<file path="config.mk">
export PLATFORM = sky130hd
export DESIGN_NAME = line_sensor_position_estimator_core_flat
export DESIGN_NICKNAME = d
export VERILOG_FILES = /design/src/rtl/lspe_pkg.sv /design/src/rtl/lspe_in_if.sv /design/src/rtl/lspe_out_if.sv /design/src/rtl/line_sensor_position_estimator_core.sv /design/src/rtl/lspe_cfg.sv /design/src/rtl/lspe_div.sv /design/src/flat_wrapper.sv
export SDC_FILE = /design/constraint.sdc
export NUM_CORES = 1
export LEC_CHECK = 0
export ABC_AREA = 1
export BUFFER_PORTS_ARGS = -buffer_cell sky130_fd_sc_hd__buf_2
export CORE_ASPECT_RATIO = 1.25
export CORE_UTILIZATION = 51
export CTS_CLUSTER_DIAMETER = 30
export CTS_CLUSTER_SIZE = 8
export DETAILED_ROUTE_END_ITERATION = 10
export PLACE_DENSITY = 0.69
export RECOVER_POWER = 25
export SLEW_MARGIN = 20
export SYNTH_ARGS = -nofsm -noshare
export SYNTH_HDL_FRONTEND = slang
export SYNTH_SLANG_ARGS = --single-unit
</file>
<file path="constraint.sdc">
create_clock -name clk -period 12.24 [get_ports clk]
set_clock_uncertainty 0.2 [all_clocks]
set_input_delay 0.612 -clock clk [delete_from_list [all_inputs] [get_ports clk]]
set_output_delay 0.612 -clock clk [all_outputs]
set_load 0.02 [all_outputs]
</file>
<file path="src/rtl/lspe_pkg.sv">
`timescale 1ns / 1ps
// ----------------------------------------------------------------------------
// lspe_pkg
// Shared widths, constants, register map and types of the line sensor
// position estimator.
// ----------------------------------------------------------------------------
package lspe_pkg;

    localparam int CHANNELS_DEFAULT = 8;

    localparam int SENSOR_W = 8;
    localparam int POS_W    = 8;
    localparam int COUNT_W  = 4;
    localparam int ALPHA_W  = 9;
    localparam int SMOOTH_W = 24;
    localparam int FRAC_W   = 16;
    localparam int ALPHA_FRAC_W = 8;

    localparam int POS_SPAN  = 160;
    localparam int POS_RESET = 80;

    localparam logic [ALPHA_W-1:0]  ALPHA_ONE    = ALPHA_W'(256);
    localparam logic [SMOOTH_W-1:0] SMOOTH_RESET = SMOOTH_W'(POS_RESET << FRAC_W);
    localparam logic [POS_W-1:0]    HELD_RESET   = POS_W'(POS_RESET);

    localparam int APB_ADDR_W = 4;
    localparam int APB_DATA_W = 32;
    localparam int REG_IDX_W  = 2;

    localparam logic [REG_IDX_W-1:0] REG_INVERT  = 2'd0;
    localparam logic [REG_IDX_W-1:0] REG_ALPHA   = 2'd1;
    localparam logic [REG_IDX_W-1:0] REG_POS_MIN = 2'd2;
    localparam logic [REG_IDX_W-1:0] REG_POS_MAX = 2'd3;

    typedef struct packed {
        logic               invert_logic;
        logic [ALPHA_W-1:0] filter_alpha;
        logic [POS_W-1:0]   pos_min;
        logic [POS_W-1:0]   pos_max;
    } cfg_t;

endpackage

</file>
<file path="src/rtl/lspe_in_if.sv">
`timescale 1ns / 1ps
// ----------------------------------------------------------------------------
// lspe_in_if
// Frame channel: one detector bitmap per transfer.
// ----------------------------------------------------------------------------
interface lspe_in_if import lspe_pkg::*; ();

    logic                valid;
    logic                ready;
    logic [SENSOR_W-1:0] sensor_bits;

    modport source (output valid, output sensor_bits, input ready);
    modport sink   (input valid, input sensor_bits, output ready);

endinterface

</file>
<file path="src/rtl/lspe_out_if.sv">
`timescale 1ns / 1ps
// ----------------------------------------------------------------------------
// lspe_out_if
// Result channel: filtered position and detection summary per transfer.
// ----------------------------------------------------------------------------
interface lspe_out_if import lspe_pkg::*; ();

    logic                valid;
    logic                ready;
    logic [POS_W-1:0]    position;
    logic [COUNT_W-1:0]  line_count;
    logic                line_found;
    logic [SENSOR_W-1:0] detect_bits;

    modport source (output valid, output position, output line_count,
                    output line_found, output detect_bits, input ready);
    modport sink   (input valid, input position, input line_count,
                    input line_found, input detect_bits, output ready);

endinterface

</file>
<file path="src/rtl/line_sensor_position_estimator_core.sv">
`timescale 1ns / 1ps
// ----------------------------------------------------------------------------
// line_sensor_position_estimator_core
// Scans a detector bitmap channel by channel for the longest runs, divides
// the index sum into a position, clamps it and smooths it with an EMA filter.
//
//   channel   dir  kind     payload
//   frame     in   vld/rdy  sensor_bits
//   result    out  vld/rdy  position, line_count, line_found, detect_bits
//   apb       in   APB      invert_logic, filter_alpha, pos_min, pos_max
//
// One frame at a time: a scan over CHANNELS + 1 positions, a setup state,
// the restoring divider at one quotient bit per cycle, then clamp and filter.
// A frame without a line skips the divider and the clamp.
// The divider's quotient width sets the bulk of the latency.
// frame.ready is high only in idle; a waiting result holds in the output
// register while the next frame is accepted and scanned.
// Reset is asynchronous, active low; no clearing pass is needed.
// ----------------------------------------------------------------------------
module line_sensor_position_estimator_core import lspe_pkg::*;
#(
    parameter int CHANNELS = CHANNELS_DEFAULT
)
(
    input  logic                  clk,
    input  logic                  rst_n,
    lspe_in_if.sink               frame,
    lspe_out_if.source            result,
    input  logic                  psel,
    input  logic                  penable,
    input  logic                  pwrite,
    input  logic [APB_ADDR_W-1:0] paddr,
    input  logic [APB_DATA_W-1:0] pwdata,
    output logic [APB_DATA_W-1:0] prdata,
    output logic                  pready
);

    localparam int IDX_W   = $clog2(CHANNELS + 1);
    localparam int CNT_W   = $clog2(CHANNELS + 1);
    localparam int SUM_MAX = CHANNELS * (CHANNELS - 1) / 2;
    localparam int SUM_W   = $clog2(SUM_MAX + 1);
    localparam int DIST_W  = $clog2(2 * CHANNELS + 1);
    localparam int NUM_W   = $clog2(SUM_MAX * POS_SPAN + 1);
    localparam int DEN_W   = $clog2((CHANNELS - 1) * CHANNELS + 1);
    localparam int ACC_W   = ALPHA_W + SMOOTH_W + 1;

    localparam logic [2:0] S_IDLE  = 3'd0;
    localparam logic [2:0] S_SCAN  = 3'd1;
    localparam logic [2:0] S_PREP  = 3'd2;
    localparam logic [2:0] S_DIV   = 3'd3;
    localparam logic [2:0] S_CLAMP = 3'd4;
    localparam logic [2:0] S_FILT  = 3'd5;

    cfg_t cfg;

    logic [2:0]          state_reg,      state_next;
    logic [CHANNELS-1:0] bits_reg,       bits_next;
    logic [IDX_W-1:0]    idx_reg,        idx_next;
    logic [CNT_W-1:0]    run_reg,        run_next;
    logic [SUM_W-1:0]    run_sum_reg,    run_sum_next;
    logic [CNT_W-1:0]    total_reg,      total_next;
    logic [SUM_W-1:0]    all_sum_reg,    all_sum_next;
    logic [CNT_W-1:0]    long_len_reg,   long_len_next;
    logic [DIST_W-1:0]   near_gap_reg,   near_gap_next;
    logic [SUM_W-1:0]    close_sum_reg,  close_sum_next;
    logic                tie_reg,        tie_next;
    logic [POS_W-1:0]    pos_in_reg,     pos_in_next;
    logic [SMOOTH_W-1:0] smooth_reg,     smooth_next;
    logic [POS_W-1:0]    held_reg,       held_next;
    logic                res_valid_reg,  res_valid_next;
    logic [POS_W-1:0]    res_pos_reg,    res_pos_next;
    logic [COUNT_W-1:0]  res_count_reg,  res_count_next;
    logic                res_found_reg,  res_found_next;
    logic [SENSOR_W-1:0] res_detect_reg, res_detect_next;

    logic [SENSOR_W+CHANNELS-1:0] raw_ext;
    logic [CHANNELS-1:0]          raw_bits;
    logic [CHANNELS:0]            scan_bits;
    logic                         cur_bit;
    logic [DIST_W-1:0]            c2;
    logic [DIST_W-1:0]            a2;
    logic [DIST_W-1:0]            run_gap;
    logic [SUM_W-1:0]             sel_sum;
    logic [CNT_W-1:0]             sel_cnt;
    logic [NUM_W-1:0]             div_num;
    logic [DEN_W-1:0]             div_den;
    logic                         div_start;
    logic                         div_done;
    logic [NUM_W-1:0]             div_quo;
    logic [POS_W-1:0]             quo_pos;
    logic [POS_W-1:0]             lo_clamped;
    logic [ALPHA_W-1:0]           alpha_sat;
    logic [ALPHA_W-1:0]           weight_old;
    logic [ALPHA_W+POS_W-1:0]     prod_new;
    logic [ALPHA_W+SMOOTH_W-1:0]  prod_old;
    logic [ACC_W-1:0]             acc;
    logic [SMOOTH_W-1:0]          smooth_new;
    logic [SENSOR_W+CHANNELS-1:0] detect_ext;
    logic [COUNT_W+CNT_W-1:0]     count_ext;
    logic                         out_free;

    lspe_cfg u_cfg
    (
        .clk     (clk),
        .rst_n   (rst_n),
        .psel    (psel),
        .penable (penable),
        .pwrite  (pwrite),
        .paddr   (paddr),
        .pwdata  (pwdata),
        .prdata  (prdata),
        .cfg     (cfg)
    );

    lspe_div #(
        .NUM_W (NUM_W),
        .DEN_W (DEN_W)
    ) u_div
    (
        .clk      (clk),
        .rst_n    (rst_n),
        .start    (div_start),
        .num      (div_num),
        .den      (div_den),
        .done     (div_done),
        .quotient (div_quo)
    );

    assign pready = 1'b1;

    assign raw_ext   = {{CHANNELS{1'b0}}, frame.sensor_bits};
    assign raw_bits  = raw_ext[CHANNELS-1:0] ^ {CHANNELS{cfg.invert_logic}};
    assign scan_bits = {1'b0, bits_reg};
    assign cur_bit   = scan_bits[idx_reg];

    assign c2      = (DIST_W'(idx_reg) << 1) - DIST_W'(run_reg) - DIST_W'(1);
    assign a2      = DIST_W'(CHANNELS - 1);
    assign run_gap = (c2 > a2) ? (c2 - a2) : (a2 - c2);

    assign sel_sum   = tie_reg ? all_sum_reg : close_sum_reg;
    assign sel_cnt   = tie_reg ? total_reg : long_len_reg;
    assign div_num   = NUM_W'(sel_sum) * NUM_W'(POS_SPAN);
    assign div_den   = DEN_W'(CHANNELS - 1) * DEN_W'(sel_cnt);
    assign div_start = (state_reg == S_PREP) && (total_reg != '0);

    assign quo_pos    = div_quo[POS_W-1:0];
    assign lo_clamped = (quo_pos < cfg.pos_min) ? cfg.pos_min : quo_pos;

    assign alpha_sat  = (cfg.filter_alpha > ALPHA_ONE) ? ALPHA_ONE : cfg.filter_alpha;
    assign weight_old = ALPHA_ONE - alpha_sat;
    assign prod_new   = alpha_sat * pos_in_reg;
    assign prod_old   = weight_old * smooth_reg;
    assign acc        = ACC_W'({prod_new, {FRAC_W{1'b0}}}) + ACC_W'(prod_old);
    assign smooth_new = acc[ALPHA_FRAC_W+SMOOTH_W-1:ALPHA_FRAC_W];

    assign detect_ext = {{SENSOR_W{1'b0}}, bits_reg};
    assign count_ext  = {{COUNT_W{1'b0}}, total_reg};
    assign out_free   = !res_valid_reg || result.ready;

    always_comb
    begin
        state_next      = state_reg;
        bits_next       = bits_reg;
        idx_next        = idx_reg;
        run_next        = run_reg;
        run_sum_next    = run_sum_reg;
        total_next      = total_reg;
        all_sum_next    = all_sum_reg;
        long_len_next   = long_len_reg;
        near_gap_next   = near_gap_reg;
        close_sum_next  = close_sum_reg;
        tie_next        = tie_reg;
        pos_in_next     = pos_in_reg;
        smooth_next     = smooth_reg;
        held_next       = held_reg;
        res_valid_next  = res_valid_reg && !result.ready;
        res_pos_next    = res_pos_reg;
        res_count_next  = res_count_reg;
        res_found_next  = res_found_reg;
        res_detect_next = res_detect_reg;

        case (state_reg)
            S_IDLE:
            begin
                if (frame.valid)
                begin
                    bits_next     = raw_bits;
                    idx_next      = '0;
                    run_next      = '0;
                    run_sum_next  = '0;
                    total_next    = '0;
                    all_sum_next  = '0;
                    long_len_next = '0;
                    tie_next      = 1'b0;
                    state_next    = S_SCAN;
                end
            end
            S_SCAN:
            begin
                if (cur_bit)
                begin
                    run_next     = run_reg + CNT_W'(1);
                    run_sum_next = run_sum_reg + SUM_W'(idx_reg);
                    total_next   = total_reg + CNT_W'(1);
                    all_sum_next = all_sum_reg + SUM_W'(idx_reg);
                end
                else
                begin
                    if (run_reg != '0)
                    begin
                        if (run_reg > long_len_reg)
                        begin
                            long_len_next  = run_reg;
                            near_gap_next  = run_gap;
                            close_sum_next = run_sum_reg;
                            tie_next       = 1'b0;
                        end
                        else if (run_reg == long_len_reg)
                        begin
                            if (run_gap < near_gap_reg)
                            begin
                                near_gap_next  = run_gap;
                                close_sum_next = run_sum_reg;
                                tie_next       = 1'b0;
                            end
                            else if (run_gap == near_gap_reg)
                            begin
                                tie_next = 1'b1;
                            end
                        end
                    end
                    run_next     = '0;
                    run_sum_next = '0;
                end
                idx_next = idx_reg + IDX_W'(1);
                if (idx_reg == IDX_W'(CHANNELS))
                begin
                    state_next = S_PREP;
                end
            end
            S_PREP:
            begin
                if (total_reg == '0)
                begin
                    pos_in_next = held_reg;
                    state_next  = S_FILT;
                end
                else
                begin
                    state_next = S_DIV;
                end
            end
            S_DIV:
            begin
                if (div_done)
                begin
                    state_next = S_CLAMP;
                end
            end
            S_CLAMP:
            begin
                pos_in_next = (lo_clamped > cfg.pos_max) ? cfg.pos_max : lo_clamped;
                state_next  = S_FILT;
            end
            S_FILT:
            begin
                if (out_free)
                begin
                    smooth_next     = smooth_new;
                    res_valid_next  = 1'b1;
                    res_pos_next    = smooth_new[SMOOTH_W-1:FRAC_W];
                    res_count_next  = count_ext[COUNT_W-1:0];
                    res_found_next  = (total_reg != '0);
                    res_detect_next = detect_ext[SENSOR_W-1:0];
                    if (total_reg != '0)
                    begin
                        held_next = smooth_new[SMOOTH_W-1:FRAC_W];
                    end
                    state_next = S_IDLE;
                end
            end
            default:
            begin
                state_next = S_IDLE;
            end
        endcase
    end

    always_ff @(posedge clk or negedge rst_n)
    begin
        if (!rst_n)
        begin
            state_reg     <= S_IDLE;
            res_valid_reg <= 1'b0;
            smooth_reg    <= SMOOTH_RESET;
            held_reg      <= HELD_RESET;
        end
        else
        begin
            state_reg     <= state_next;
            res_valid_reg <= res_valid_next;
            smooth_reg    <= smooth_next;
            held_reg      <= held_next;
        end
    end

    always_ff @(posedge clk)
    begin
        bits_reg       <= bits_next;
        idx_reg        <= idx_next;
        run_reg        <= run_next;
        run_sum_reg    <= run_sum_next;
        total_reg      <= total_next;
        all_sum_reg    <= all_sum_next;
        long_len_reg   <= long_len_next;
        near_gap_reg   <= near_gap_next;
        close_sum_reg  <= close_sum_next;
        tie_reg        <= tie_next;
        pos_in_reg     <= pos_in_next;
        res_pos_reg    <= res_pos_next;
        res_count_reg  <= res_count_next;
        res_found_reg  <= res_found_next;
        res_detect_reg <= res_detect_next;
    end

    assign frame.ready        = (state_reg == S_IDLE);
    assign result.valid       = res_valid_reg;
    assign result.position    = res_pos_reg;
    assign result.line_count  = res_count_reg;
    assign result.line_found  = res_found_reg;
    assign result.detect_bits = res_detect_reg;

endmodule

</file>
<file path="src/rtl/lspe_cfg.sv">
`timescale 1ns / 1ps
// ----------------------------------------------------------------------------
// lspe_cfg
// APB register file: inversion, filter weight and position limits.
// ----------------------------------------------------------------------------
module lspe_cfg import lspe_pkg::*;
(
    input  logic                  clk,
    input  logic                  rst_n,
    input  logic                  psel,
    input  logic                  penable,
    input  logic                  pwrite,
    input  logic [APB_ADDR_W-1:0] paddr,
    input  logic [APB_DATA_W-1:0] pwdata,
    output logic [APB_DATA_W-1:0] prdata,
    output cfg_t                  cfg
);

    cfg_t                 cfg_reg;
    cfg_t                 cfg_next;
    logic [REG_IDX_W-1:0] reg_idx;
    logic                 wr_en;

    assign reg_idx = paddr[REG_IDX_W+1:2];
    assign wr_en   = psel && penable && pwrite;

    always_comb
    begin
        cfg_next = cfg_reg;
        if (wr_en)
        begin
            case (reg_idx)
                REG_INVERT:  cfg_next.invert_logic = pwdata[0];
                REG_ALPHA:   cfg_next.filter_alpha = pwdata[ALPHA_W-1:0];
                REG_POS_MIN: cfg_next.pos_min      = pwdata[POS_W-1:0];
                REG_POS_MAX: cfg_next.pos_max      = pwdata[POS_W-1:0];
                default:     cfg_next = cfg_reg;
            endcase
        end
    end

    always_ff @(posedge clk or negedge rst_n)
    begin
        if (!rst_n)
        begin
            cfg_reg.invert_logic <= 1'b0;
            cfg_reg.filter_alpha <= ALPHA_W'(128);
            cfg_reg.pos_min      <= '0;
            cfg_reg.pos_max      <= POS_W'(POS_SPAN);
        end
        else
        begin
            cfg_reg <= cfg_next;
        end
    end

    always_comb
    begin
        case (reg_idx)
            REG_INVERT:  prdata = APB_DATA_W'(cfg_reg.invert_logic);
            REG_ALPHA:   prdata = APB_DATA_W'(cfg_reg.filter_alpha);
            REG_POS_MIN: prdata = APB_DATA_W'(cfg_reg.pos_min);
            REG_POS_MAX: prdata = APB_DATA_W'(cfg_reg.pos_max);
            default:     prdata = '0;
        endcase
    end

    assign cfg = cfg_reg;

endmodule

</file>
<file path="src/rtl/lspe_div.sv">
`timescale 1ns / 1ps
// ----------------------------------------------------------------------------
// lspe_div
// Restoring divider, one quotient bit per cycle.
// ----------------------------------------------------------------------------
module lspe_div import lspe_pkg::*;
#(
    parameter int NUM_W = 13,
    parameter int DEN_W = 6
)
(
    input  logic             clk,
    input  logic             rst_n,
    input  logic             start,
    input  logic [NUM_W-1:0] num,
    input  logic [DEN_W-1:0] den,
    output logic             done,
    output logic [NUM_W-1:0] quotient
);

    localparam int STEP_W = (NUM_W > 1) ? $clog2(NUM_W) : 1;
    localparam logic [STEP_W-1:0] STEP_LAST = STEP_W'(NUM_W - 1);

    logic              busy_reg;
    logic              busy_next;
    logic [STEP_W-1:0] step_reg;
    logic [STEP_W-1:0] step_next;
    logic [NUM_W-1:0]  quo_reg;
    logic [NUM_W-1:0]  quo_next;
    logic [DEN_W-1:0]  rem_reg;
    logic [DEN_W-1:0]  rem_next;
    logic [DEN_W-1:0]  den_reg;
    logic [DEN_W-1:0]  den_next;
    logic [DEN_W:0]    rem_shift;
    logic [DEN_W:0]    rem_trial;
    logic              fits;

    assign rem_shift = {rem_reg, quo_reg[NUM_W-1]};
    assign rem_trial = rem_shift - {1'b0, den_reg};
    assign fits      = (rem_shift >= {1'b0, den_reg});

    always_comb
    begin
        busy_next = busy_reg;
        step_next = step_reg;
        quo_next  = quo_reg;
        rem_next  = rem_reg;
        den_next  = den_reg;
        if (start && !busy_reg)
        begin
            busy_next = 1'b1;
            step_next = '0;
            quo_next  = num;
            rem_next  = '0;
            den_next  = den;
        end
        else if (busy_reg)
        begin
            quo_next  = {quo_reg[NUM_W-2:0], fits};
            rem_next  = fits ? rem_trial[DEN_W-1:0] : rem_shift[DEN_W-1:0];
            step_next = step_reg + STEP_W'(1);
            if (step_reg == STEP_LAST)
            begin
                busy_next = 1'b0;
            end
        end
    end

    always_ff @(posedge clk or negedge rst_n)
    begin
        if (!rst_n)
        begin
            busy_reg <= 1'b0;
            step_reg <= '0;
            quo_reg  <= '0;
            rem_reg  <= '0;
            den_reg  <= '0;
        end
        else
        begin
            busy_reg <= busy_next;
            step_reg <= step_next;
            quo_reg  <= quo_next;
            rem_reg  <= rem_next;
            den_reg  <= den_next;
        end
    end

    assign done     = busy_reg && (step_reg == STEP_LAST);
    assign quotient = quo_reg;

endmodule

</file>
<file path="src/flat_wrapper.sv">
// flat-port wrapper written by rule: the top's interface ports become plain ports
module line_sensor_position_estimator_core_flat import lspe_pkg::*;
#(
    parameter int CHANNELS = CHANNELS_DEFAULT
)
  (clk, rst_n, psel, penable, pwrite, paddr, pwdata, prdata, pready, frame_valid, frame_sensor_bits, frame_ready, result_valid, result_position, result_line_count, result_line_found, result_detect_bits, result_ready);
  lspe_in_if frame_i ();
  lspe_out_if result_i ();
  input  logic clk;
  input  logic rst_n;
  input  logic psel;
  input  logic penable;
  input  logic pwrite;
  input  logic [APB_ADDR_W-1:0] paddr;
  input  logic [APB_DATA_W-1:0] pwdata;
  output logic [APB_DATA_W-1:0] prdata;
  output logic pready;
  input wire logic [$bits(frame_i.valid)-1:0] frame_valid;
  input wire logic [$bits(frame_i.sensor_bits)-1:0] frame_sensor_bits;
  output wire logic [$bits(frame_i.ready)-1:0] frame_ready;
  output wire logic [$bits(result_i.valid)-1:0] result_valid;
  output wire logic [$bits(result_i.position)-1:0] result_position;
  output wire logic [$bits(result_i.line_count)-1:0] result_line_count;
  output wire logic [$bits(result_i.line_found)-1:0] result_line_found;
  output wire logic [$bits(result_i.detect_bits)-1:0] result_detect_bits;
  input wire logic [$bits(result_i.ready)-1:0] result_ready;
  assign frame_i.valid = frame_valid;
  assign frame_i.sensor_bits = frame_sensor_bits;
  assign frame_ready = frame_i.ready;
  assign result_valid = result_i.valid;
  assign result_position = result_i.position;
  assign result_line_count = result_i.line_count;
  assign result_line_found = result_i.line_found;
  assign result_detect_bits = result_i.detect_bits;
  assign result_i.ready = result_ready;
  line_sensor_position_estimator_core #(.CHANNELS(CHANNELS)) u_core (.clk(clk), .rst_n(rst_n), .frame(frame_i), .result(result_i), .psel(psel), .penable(penable), .pwrite(pwrite), .paddr(paddr), .pwdata(pwdata), .prdata(prdata), .pready(pready));
endmodule
</file>
**Word level (Yosys, flattened, before mapping)**

Cells that the tools add are included.
Widths: inputs -> output; s select.

- Bitwise operators: 2
- Multiplexer cells: 58
- Magnitude comparators: 8
- Equal/unequal tests: 23
- Reduce and logical (&&, ||, !) cells: 34
- $add $sub $neg: 13
- Multiply operators: 4

Operators with widths:

| cell | count |
|---|---|
| $pmux 32 s4 | 1 |
| $mux 5 | 11 |
| $mux 4 | 9 |
| $add 32x32->32 | 1 |
| $mul 9x24->32 | 1 |
| $pmux 4 s2 | 4 |
| $mux 13 | 2 |
| $mux 8 | 3 |
| $pmux 5 s2 | 2 |
| $mux 6 | 3 |
| $pmux 3 s6 | 1 |
| $add 4x1->4 const B | 4 |
| $mul 9x8->16 | 1 |
| $pmux 8 s2 | 1 |
| $reduce_and 2->1 | 8 |
| $mux 3 | 5 |
| $mux 1 | 13 |
| $ne 2x1->1 const B | 6 |
| $add 5x4->5 | 2 |
| $reduce_and 5->1 | 2 |
| $reduce_bool 2->1 | 5 |
| $gt 9x9->1 const B | 1 |
| $mux 9 | 1 |
| $sub 9x9->9 const A | 1 |
| 39 further kinds | 54 |

- Word-level logic and storage cells: 170
- Flip-flop bits (word level): 166

**Logic depth before layout (Yosys ltp)**

- Word-level depth: 12
- Depth in mapped cells: 37

**Cells and area by module**

From an unflattened synthesis, not the netlist that was laid out.

- Cell total of the unflattened synthesis: 2,304
- Area total of the unflattened synthesis: 18,677.9 um^2

Modules (own cells, without submodules):

| module | area an instance (um^2) | times used | cells each |
|---|---|---|---|
| line_sensor_position_estimator_core | 15,587.4 | 1 | 1,914 |
| lspe_div | 1,684.1 | 1 | 207 |
| lspe_cfg | 1,406.3 | 1 | 183 |

**Worst setup path after synthesis**

No wires, ideal clock.

- Kind: reg2reg
- Start: register u_core.u_cfg.cfg_reg (netlist bit u_core.u_cfg.cfg[24])
- End: register u_core.res_pos_reg[7] (netlist: u_core.result.position[7]), data pin
- Period minus slack after synthesis: 6,462 ps
- Path buffers: 1
- Cell stages (with the launch flop): 35
- Library setup time: 255 ps
- Data arrival time: 6,007 ps
- Setup slack: 5,778 ps
- Cells stage by stage: dfrtp_1 -> inv_4 -> nand2_4 -> inv_2 -> clkbuf_1 -> nand2_1 -> fa_1 -> fa_1 -> inv_1 -> fa_1 -> inv_1 -> fa_1 -> inv_1 -> ha_1 -> nand2_1 -> o21ai_0 -> nand2_1 -> nand4_1 -> nand2_1 -> a21oi_1 -> nor2_1 -> xor2_1 -> fa_1 -> inv_1 -> ha_1 -> inv_1 -> nor3_1 -> nand2_1 -> nor2_1 -> nand2_1 -> nand2_1 -> nand2_1 -> nand2_1 -> nand3_1 -> and2_1

- Longest elaborated chain between the ends: 5
- Elaborated cells between the ends (all ways): 6

Ends and longest elaborated chain:

| what | RTL line | source |
|---|---|---|
| start: declaration | lspe_cfg.sv:19 | `cfg_t cfg_reg;` |
| start signal: assignment | lspe_cfg.sv:53 | `cfg_reg <= cfg_next;` |
| $gt 9x9->1 | line_sensor_position_estimator_core.sv:149 | `assign alpha_sat = (cfg.filter_alpha > ALPHA_ONE) ? ALPHA_ONE : cfg.filter_alpha;` |
| $mux 9 (*) | line_sensor_position_estimator_core.sv:149 |  |
| $sub 9x9->9 | line_sensor_position_estimator_core.sv:150 | `assign weight_old = ALPHA_ONE - alpha_sat;` |
| $mul 9x24->32 | line_sensor_position_estimator_core.sv:152 | `assign prod_old = weight_old * smooth_reg;` |
| $add 32x32->32 (*) | line_sensor_position_estimator_core.sv:153 | `assign acc = ACC_W'({prod_new, {FRAC_W{1'b0}}}) + ACC_W'(prod_old);` |
| net u_core.acc[31] | line_sensor_position_estimator_core.sv:96 | `logic [ACC_W-1:0] acc;` |
| end signal: assignment | line_sensor_position_estimator_core.sv:320 | `res_pos_reg <= res_pos_next;` |
| end: declaration | line_sensor_position_estimator_core.sv:71 | `logic [POS_W-1:0] res_pos_reg, res_pos_next;` |

The timed path passes the listed nets; every way through them passes the cells marked *.
A chain may end at the register's enable or synchronous reset.

**Worst setup path in the final report**

- Start: register u_core.u_cfg.cfg_reg (netlist bit u_core.u_cfg.cfg[24])
- End: register u_core.res_pos_reg[4] (netlist: u_core.result.position[4]), data pin

Same word-level chain as after synthesis.

==> results_dict.tcl <==
set metrics [dict create \
    h-tree-depth 4 \
    holdCritPathClass "in -> reg" \
    final_nets 2693 \
    die_h_um 214 \
    n_antenna_cell 0 \
    synth.area.top_cells "fa_1, edfxtp_1, dfrtp_1" \
    cts-root-buf "clkbuf_16" \
    postCtsSetupBuffers 0 \
    grt_remaining_overflow 0 \
    dr_total_vias 14600 \
    drt_iter0_drc 905 \
    setup_violations 0 \
    dp.cells 2722 \
    hpwl_um 35400 \
    critical_path.startpoint_type "register" \
    synth_warnings 0 \
    start_util_pct 51.8 \
    yosys.area.top_type "fa_1" \
    numCtsBuffers 17 \
    path_cells "nor2_1, inv_1, ha_1, nand2_1, nor2_4, nand2_1, nand2_1, nand2_1, nor2_1, fa_1, fa_1, fa_1, fa_1, inv_1, fa_1, inv_1, ha_1, nand2_1, a21oi_1, nor2_1, o21ai_0, a21oi_1, nand3_1, and2_1" \
    synth_most_common_cell "nand2_1" \
    violations "max-capacitance violations, max-slew violations" \
    instances_no_fill 2755 \
    hold_viol 0 \
    area_growth_pct 6.57 \
    cts_tree "yes" \
    tightestPinTransition_ps 2330 \
    end_kind "register" \
    rsz0062_at_grt "false" \
    port_buffers 57 \
    slowest_stage "dfrtp_1" \
    synth_seq_cells 166 \
    ys_seq_area_share_pct 24.8 \
    drt-vias-per-instance 5.30 \
    synthDistinctLibCells 53 \
    gr-usage-all-layers_pct 26.3 \
    largest_reg_flops 26 \
    die_area_um2 36700 \
    critPathBufInv 3 \
    synth_edf_count 74 \
    gp_congestion 0.906 \
    synthFlopType "dfrtp_1" \
    drc 0 \
    core_um2 35400 \
    pin_count 107 \
    synth_top_area_share_pct 23.8 \
    synth_cells 2228 \
    grt_max_degree 52 \
    antenna_found_initial 0 \
    max_stage_delay_ps 640 \
    tns_ps 0 \
    fin_crit_sh_pct 62.4 \
    synthArstFlopShare_pct 55.4 \
    status "finished with violations" \
    grt_first_pass_wirelength_um 74600 \
    num_rows 77 \
    synthMuxAreaShare_pct 0.239 \
    die_w_um 171 \
    synth_compound_area_share_pct 6.87 \
    clock_latency_ps 440 \
    netlist_area_um2 18300 \
    synth_top_cells_by_count "nand2_1, inv_1, nor2_1, fa_1, ha_1" \
    synth_adder_area_share_pct 34.5 \
    max-cap-violations 1 \
    fmax_mhz 131 \
    finalCriticalPeriod_ps 7640 \
    cp_max_fo 20 \
    synth_xor_area_share_pct 2.20 \
    grt_pass1_vias 15100 \
    timing_worst_setup_path_type "reg -> reg" \
    wl_um 44400 \
    synth.avg_cell_area_um2 8.22 \
    finalMaxSlewViolations 43 \
    slew_headroom_pct -55.1 \
    clkSlewWorstSetupHoldPaths_ps 70 \
    clock_sinks 166 \
    required_ps 12230 \
    critPathTopFamily "adder cells" \
    worstPathArrival_ps 7620 \
    synth_top_family_by_area "adder cells" \
    antenna_left 0 \
    clockBufferDepth 2 \
    routedWlPerCell_um 16.1 \
    drtPass1Iterations 6 \
    drive_gt1_share_pct 6.36 \
    synth-simple-area-share_pct 20.5 \
]
==> area by class of cell <==
type / instances / area (µm²)
fillers: 3297 / 15800
multi-input cells: 1584 / 11900
flip-flops and latches: 166 / 4530
inverters: 435 / 1640
well taps: 474 / 593
clock buffers: 18 / 429
repair buffers: 64 / 338
clock inverters: 14 / 121
==> tightest hold or removal path, stage by stage <==
cell and delay [ps]:
buf_2 90, inv_1 70, o21ai_0 90
==> worst paths after layout <==
path / from / to / slack [ps] / cells past startpoint
min reg2reg: u_core.bits_reg[4]$_DFFE_PP_ / u_core.result.detect_bits[4]$_DFFE_PP_ / 260 / 0
max reg2reg: u_core.u_cfg.cfg[24]$_DFFE_PN0P_ / u_core.result.position[4]$_DFFE_PP_ / 4600 / 24
max: u_core.u_cfg.cfg[24]$_DFFE_PN0P_ / u_core.result.position[4]$_DFFE_PP_ / 4600 / 24
min in group asynchronous: rst_n / u_core.result.valid$_DFF_PN0_ / 1200 / 2
max in group asynchronous: rst_n / u_core.smooth_reg[18]$_DFFE_PN0P_ / 8940 / 3
min: pwdata[7] / u_core.u_cfg.cfg[7]$_DFFE_PN1P_ / 230 / 3
==> cells in the final DEF (no fill, tap or decap), drive strengths merged, types with 3 or more instances in the layout <==
cell,synthesis,routed
nand3b,6,6
o21bai,3,3
ha,156,156
or2,9,9
nor4,3,3
clkbuf,24,20
clkinv,0,8
edfxtp,74,74
a21oi,71,71
o211ai,6,6
nand4,10,10
conb,2,24
and2,9,9
o22ai,7,7
nand3,88,88
inv,435,440
buf,41,61
dfstp,7,7
o21ai,108,108
xnor2,21,21
nor3,6,6
a21o,4,4
a31oi,6,6
o221ai,12,12
xor2,25,25
nand2,477,477
fa,218,218
nor2,300,300
mux2,3,3
dfrtp,85,85
==> stage by stage <==
step                area, µm²  worst slack (ps)  util, %  hold slack [ps]
floorplan               18400              5780        -              116
global placement        19000              4690     53.6              240
detailed placement      19000              4630     53.6              241
CTS                     19500              4600     55.2              217
global route            19500              4070     55.2              254
finish                  19500              4600     55.2              225
==> logic make-up (layout without fill, tap and decap cells) <==
family	after synthesis	in the layout
multiplexers	4	4
AO/OA/AOI/OAI	226	226
flip-flops	166	166
AND/OR/NAND/NOR	910	910
buffers and inverters	500	531
adder cells (fa/ha/maj)	374	374
other	2	24
XOR/XNOR	46	46
==> layer usage <==
metal	track usage (%)	vias up	part of all wire, %
met5	0	-	0
met4	11.1	0	3.8
met3	3.03	95	4.4
met2	46.9	412	51
met1	32.2	7153	41
li1	-	6938	-
==> repair_timing <==
| action | 4_1_cts | 5_1_grt |
|---|---|---|
| hold buffers | 1 | 0 |
| hold endpoints to repair | 38 | 0 |
| gates resized for setup | 0 | 0 |
Power is not shown: default switching activity piles up to over one toggle a cycle in this logic, so the estimate is an artifact.
